<file path="src/hcbp_pkg.sv">
package hcbp_pkg;

  localparam int unsigned SymW  = 8;
  localparam int unsigned CodeW = 32;
  localparam int unsigned LenW  = 6;
  localparam int unsigned ByteW = 8;
  localparam int unsigned VbW   = 4;
  localparam int unsigned AccW  = CodeW + ByteW;

  typedef enum logic [1:0] {
    OP_LOAD   = 2'd0,
    OP_ENCODE = 2'd1,
    OP_FLUSH  = 2'd2
  } op_e;

  typedef struct packed {
    logic [CodeW-1:0] code;
    logic [LenW-1:0]  len;
  } entry_t;

  typedef struct packed {
    logic       valid;
    logic [1:0] op;
    logic       hit;
  } stage_t;

endpackage

</file>
<file path="src/hcbp_if.sv">


interface hcbp_res_if;
  import hcbp_pkg::*;
  logic             valid;
  logic             ready;
  logic [ByteW-1:0] out_byte;
  logic [VbW-1:0]   valid_bits;
  logic             last;
  modport source (output valid, out_byte, valid_bits, last, input ready);
  modport sink (input valid, out_byte, valid_bits, last, output ready);
endinterface

</file>
<file path="src/hcbp_pack.sv">
module hcbp_pack (
  input  logic             clk_i,
  input  logic             rst_ni,
  input  hcbp_pkg::stage_t stage_i,
  input  hcbp_pkg::entry_t entry_i,
  output logic             fire_o,
  hcbp_res_if.source       res_o
);
  import hcbp_pkg::*;

  logic [ByteW-1:0] pend_q, pend_d;
  logic [2:0]       cnt_q, cnt_d;
  logic [ByteW-1:0] buf_q [4];
  logic [2:0]       bcnt_q;
  logic [VbW-1:0]   vb_q;

  logic [LenW-1:0]  len;
  logic [CodeW-1:0] ca;
  logic [AccW-1:0]  acc;
  logic [AccW-1:0]  sh;
  logic [LenW-1:0]  tot;
  logic [2:0]       nb;
  logic             is_enc, is_flush, emits, buf_free, out_fire;

  always_comb begin
    is_enc   = stage_i.valid && (op_e'(stage_i.op) == OP_ENCODE);
    is_flush = stage_i.valid && (op_e'(stage_i.op) == OP_FLUSH);
    len      = stage_i.hit ? entry_i.len : '0;
    ca       = entry_i.code << (6'd32 - len);
    acc      = {pend_q, {CodeW{1'b0}}} | ({ca, {ByteW{1'b0}}} >> cnt_q);
    tot      = {3'b000, cnt_q} + len;
    nb       = tot[5:3];
    sh       = acc << {nb, 3'b000};
    emits    = (is_enc && (nb != 3'd0)) || (is_flush && (cnt_q != 3'd0));
    out_fire = res_o.valid && res_o.ready;
    buf_free = (bcnt_q == 3'd0) || ((bcnt_q == 3'd1) && res_o.ready);
    fire_o   = stage_i.valid && (!emits || buf_free);
    pend_d   = pend_q;
    cnt_d    = cnt_q;
    if (fire_o && is_enc) begin
      pend_d = sh[AccW-1 -: ByteW];
      cnt_d  = tot[2:0];
    end else if (fire_o && is_flush) begin
      pend_d = '0;
      cnt_d  = '0;
    end
  end

  always_ff @(posedge clk_i or negedge rst_ni) begin
    if (!rst_ni) begin
      pend_q <= '0;
      cnt_q  <= '0;
      bcnt_q <= '0;
    end else begin
      pend_q <= pend_d;
      cnt_q  <= cnt_d;
      if (fire_o && emits) begin
        bcnt_q <= is_flush ? 3'd1 : nb;
      end else if (out_fire) begin
        bcnt_q <= bcnt_q - 3'd1;
      end
    end
  end

  always_ff @(posedge clk_i) begin
    if (fire_o && emits) begin
      if (is_flush) begin
        buf_q[0] <= pend_q;
        vb_q     <= {1'b0, cnt_q};
      end else begin
        buf_q[0] <= acc[39:32];
        buf_q[1] <= acc[31:24];
        buf_q[2] <= acc[23:16];
        buf_q[3] <= acc[15:8];
        vb_q     <= VbW'(8);
      end
    end else if (out_fire) begin
      buf_q[0] <= buf_q[1];
      buf_q[1] <= buf_q[2];
      buf_q[2] <= buf_q[3];
    end
  end

  assign res_o.valid      = (bcnt_q != 3'd0);
  assign res_o.out_byte   = buf_q[0];
  assign res_o.last       = (bcnt_q == 3'd1);
  assign res_o.valid_bits = res_o.last ? vb_q : VbW'(8);

endmodule

</file>
<file path="src/flat_wrapper.sv">
// flat-port wrapper written by rule: the top's interface ports become plain ports
module hcbp_pack_flat import hcbp_pkg::*;
  (clk_i, rst_ni, stage_i, entry_i, fire_o, res_o_valid, res_o_out_byte, res_o_valid_bits, res_o_last, res_o_ready);
  hcbp_res_if res_o_i ();
  input  logic clk_i;
  input  logic rst_ni;
  input  hcbp_pkg::stage_t stage_i;
  input  hcbp_pkg::entry_t entry_i;
  output logic fire_o;
  output wire logic [$bits(res_o_i.valid)-1:0] res_o_valid;
  output wire logic [$bits(res_o_i.out_byte)-1:0] res_o_out_byte;
  output wire logic [$bits(res_o_i.valid_bits)-1:0] res_o_valid_bits;
  output wire logic [$bits(res_o_i.last)-1:0] res_o_last;
  input wire logic [$bits(res_o_i.ready)-1:0] res_o_ready;
  assign res_o_valid = res_o_i.valid;
  assign res_o_out_byte = res_o_i.out_byte;
  assign res_o_valid_bits = res_o_i.valid_bits;
  assign res_o_last = res_o_i.last;
  assign res_o_i.ready = res_o_ready;
  hcbp_pack u_core (.clk_i(clk_i), .rst_ni(rst_ni), .stage_i(stage_i), .entry_i(entry_i), .fire_o(fire_o), .res_o(res_o_i));
endmodule
</file>
<file path="config.mk">
export PLATFORM = sky130hd
export DESIGN_NAME = hcbp_pack_flat
export DESIGN_NICKNAME = d
export VERILOG_FILES = /design/src/hcbp_pkg.sv /design/src/hcbp_if.sv /design/src/hcbp_pack.sv /design/src/flat_wrapper.sv
export SDC_FILE = /design/constraint.sdc
export NUM_CORES = 1
export LEC_CHECK = 0
export ABC_AREA = 1
export BUFFER_PORTS_ARGS = -buffer_cell sky130_fd_sc_hd__buf_4
export CORE_MARGIN = 5
export CORE_UTILIZATION = 50
export CTS_CLUSTER_SIZE = 25
export DETAILED_ROUTE_END_ITERATION = 6
export PLACE_DENSITY = 0.69
export SLEW_MARGIN = 20
export SYNTH_ARGS = -nofsm -noshare
export SYNTH_HDL_FRONTEND = slang
export SYNTH_SLANG_ARGS = --single-unit
</file>
<file path="constraint.sdc">
create_clock -name clk_i -period 8.46 [get_ports clk_i]
set_input_delay 1.692 -clock clk_i [delete_from_list [all_inputs] [get_ports clk_i]]
set_output_delay 1.692 -clock clk_i [all_outputs]
set_load 0.01 [all_outputs]
</file>
==> flow_summary.ini <==
[global_routing]
grt_overflow = 0
grt_max_degree = 40
grt_usage = 0.2525
grt_pass1_vias = 5957
antenna_found_initial = 0
grt_first_pass_wirelength_um = 29790

[min_path]
whs_endpoint = u_core.pend_q[6]
hold_path.startpoint = u_core.pend_q[6]
hp-class = reg -> reg
holdPathStages = 2

[setup_path]
critPathBufInv = 5
critPathRequiredTime_ps = 6770
r2r-start = u_core.cnt_q[0]
critical-path-max-stage-delay_ps = 510
worstRegToRegCells = 13
crit_path_start_kind = input pin
crit_top_cell = o21ai_1
arrival_ps = 4730
cpMaxStageDelayCell = nand2_2
path_class = in -> out
rrSetupSlack_ps = 4710
r2r-end = u_core.buf_q[0][8]
critical_path_peak_fanout = 38
cp_top_family = simple AND/OR/NAND/NOR gates
end_kind = output port
cp_cell_sequence = buf_4 > nand2_2 > inv_2 > ha_1 > inv_1 > fa_1 > nor2_1 > o21ai_1 > o21ai_2 > nand2_2 > o21ai_1 > o21ai_1 > nand2_1 > nand2_1 > inv_1 > buf_4

[logic_synthesis]
postSynthNetCount = 1037
synth_flop_cell = edfxtp_1
netlist_instances = 984
synth-edff-count = 36
ys_types = 46
avgSynthCellArea_um2 = 6.095
synthArstFlopShare = 0.2800
ys_seq_elements = 50
yosys_warnings = 0
yosysSeqAreaShare = 0.2387
netlist_area_um2 = 5997

[job]
drv_cap = 0

[sta]
worstMarginPinSlew_ps = 872.9
slew_headroom = 0.4145
rsz0062_at_grt = false
finalMaxSlewViolations = 0
finalSetupTns_ps = 0
period_share = 0.7590
min_period_ps = 6422
hold_ws_ps = 485.1
clock.fmax_mhz = 155.7
hold_violations = 0
skew_ps = 7.200
setup_viol = 0

[clock_tree]
clock_sinks = 50
cts_buffers = 5
htreeDepth = 2
clockRootBuffer = clkbuf_16
max-clock-path-buffers = 2
clkTransAtPathRegs_ps = 70
postCtsSetupBuffers = 0
cts_resized = 0
cts.hold.buffers_added = 0
cts_tree = built
clock_latency_ps = 300

[detailed_routing]
wire_per_inst_um = 15.71
ant_nets = 0
first_pass_iters = 6
dr_total_vias = 6562
drc_errors = 0
viasPerCell = 5.756
drt-total-wl_um = 17910
first_iter_violations = 733

[placement]
place_inst = 1132
place.gp.congestion = 0.9703
dpl.hpwl_um = 14100
numPortBuffers = 59

[power_and_ir_drop]
power_density_nw_per_um2 = 271.1
p_leak_nw = 3.138
ir_drop_uv = 185.0

[floorplan]
core-area_um2 = 11860
fp.dieArea_um2 = 14280
fp-row-count = 40
start_util = 0.5056
die_x_um = 119.5
die_y_um = 119.5
io_pins = 60

[run_status]
status = completed

[layout]
final_cells = 1140
synthToLayoutAreaGrowth_pct = 7.240
num_antenna_cells = 0
fin_nets = 1045
final_layout_size_suffix_gt1_frac = 0.1208
worst register-to-register path, delay by kind of cell, from the launching register on:
kind / cells / cell delay [ps]
DFF: 1 / 330
buffers and inverters: 2 / 380
adders and majority gates: 2 / 650
and+or+nand+nor: 5 / 1460
AOI/OAI and AO/OA: 4 / 570
placed cells by master (no fill, tap or decap), types with 12 or more instances in the layout:
cell      count
nand3_1     344
nand2_1     305
buf_4        66
inv_1        44
edfxtp_1     36
nor2_1       35
a21oi_1      17
o21ai_1      16
dfrtp_1      14
nand3_2      12
a31oi_1      12
kinds of logic (layout without fill, tap and decap cells):
family          Yosys count  count (layout)  share of synthesized area
simple gates            732             732                     0.5694
buf+inv                 122             131                     0.1008
compound gates           70              70                    0.06906
flops                    50              50                     0.2387
fa+ha+maj                 8               8                    0.01794
xor+xnor                  2               2                   0.004174
worst max-delay path by stage:
stage	slack (ps)	to	depth (start not counted)	startpoint
2_1_floorplan	2970	fire_o	17	stage_i[0]
3_3_place_gp	2140	fire_o	16	stage_i[0]
3_5_place_dp	2070	fire_o	16	stage_i[0]
4_1_cts	2060	fire_o	16	stage_i[0]
5_1_grt	1750	fire_o	16	stage_i[0]
6_report	2040	fire_o	16	stage_i[0]
power by group:
part           leakage, nW  internal (mW)  switching (mW)
clock               0.0712          0.111          0.0950
combinational         2.54          0.360           0.747
sequential           0.524          0.389          0.0415
total                 3.14          0.860           0.883
area by class of cell:
| class | count | area (um^2) |
|---|---|---|
| Sequential cell | 50 | 1431 |
| Inverter | 57 | 216.5 |
| Fill cell | 1238 | 5430 |
| Clock buffer | 6 | 128.9 |
| Multi-Input combinational cell | 812 | 3961 |
| Clock inverter | 2 | 13.76 |
| Tap cell | 147 | 183.9 |
| Timing Repair Buffer | 66 | 495.5 |
flip-flops by register name (all words and copies together), names as in the netlist:
signal and cells:
u_core.bcnt_q 3, u_core.buf_q 32, u_core.pend_q 8, u_core.vb_q 4, u_core.cnt_q 3
layer usage:
layer | vias to the layer above | wire, um | track usage
li1 | 3364 | - | -
met1 | 2964 | 8754 | 0.3822
met2 | 215 | 7883 | 0.3905
met3 | 19 | 1004 | 0.02828
met4 | 0 | 267 | 0.04796
met5 | - | 0 | 0
stage by stage:
step,area [um^2],setup WS [ps],power (mW),utilization
finish,6431,2038,1.743,0.5422
global route,6431,1752,1.903,0.5422
CTS,6431,2058,1.731,0.5422
detailed placement,6289,2071,1.525,0.5302
global placement,6289,2141,1.523,0.5302
floorplan,5997,2969,1.258,-
Yosys cell counts, types with 2 or more instances:
cell | number | area share
nor2_2 | 2 | 0.0021
o21a_1 | 3 | 0.0038
and2_1 | 8 | 0.0083
o211ai_1 | 3 | 0.0038
buf_4 | 13 | 0.016
nand3_1 | 344 | 0.29
o21ai_0 | 8 | 0.0067
o21ai_2 | 2 | 0.0029
nor3_1 | 2 | 0.0017
edfxtp_1 | 36 | 0.18
inv_2 | 7 | 0.0044
inv_1 | 44 | 0.028
nand4_1 | 3 | 0.0031
o22ai_1 | 3 | 0.0031
a31oi_1 | 12 | 0.013
nand3_2 | 12 | 0.020
nand2_2 | 7 | 0.0073
nand2_4 | 7 | 0.013
nor2_4 | 2 | 0.0038
clkbuf_1 | 17 | 0.011
nand2_1 | 305 | 0.19
buf_6 | 6 | 0.011
clkinv_1 | 5 | 0.0031
dfrtp_1 | 14 | 0.058
nor2_1 | 35 | 0.022
buf_2 | 27 | 0.023
o21ai_1 | 16 | 0.013
a21oi_1 | 17 | 0.014
ha_1 | 7 | 0.015
Power figures use the tool's default switching activity.
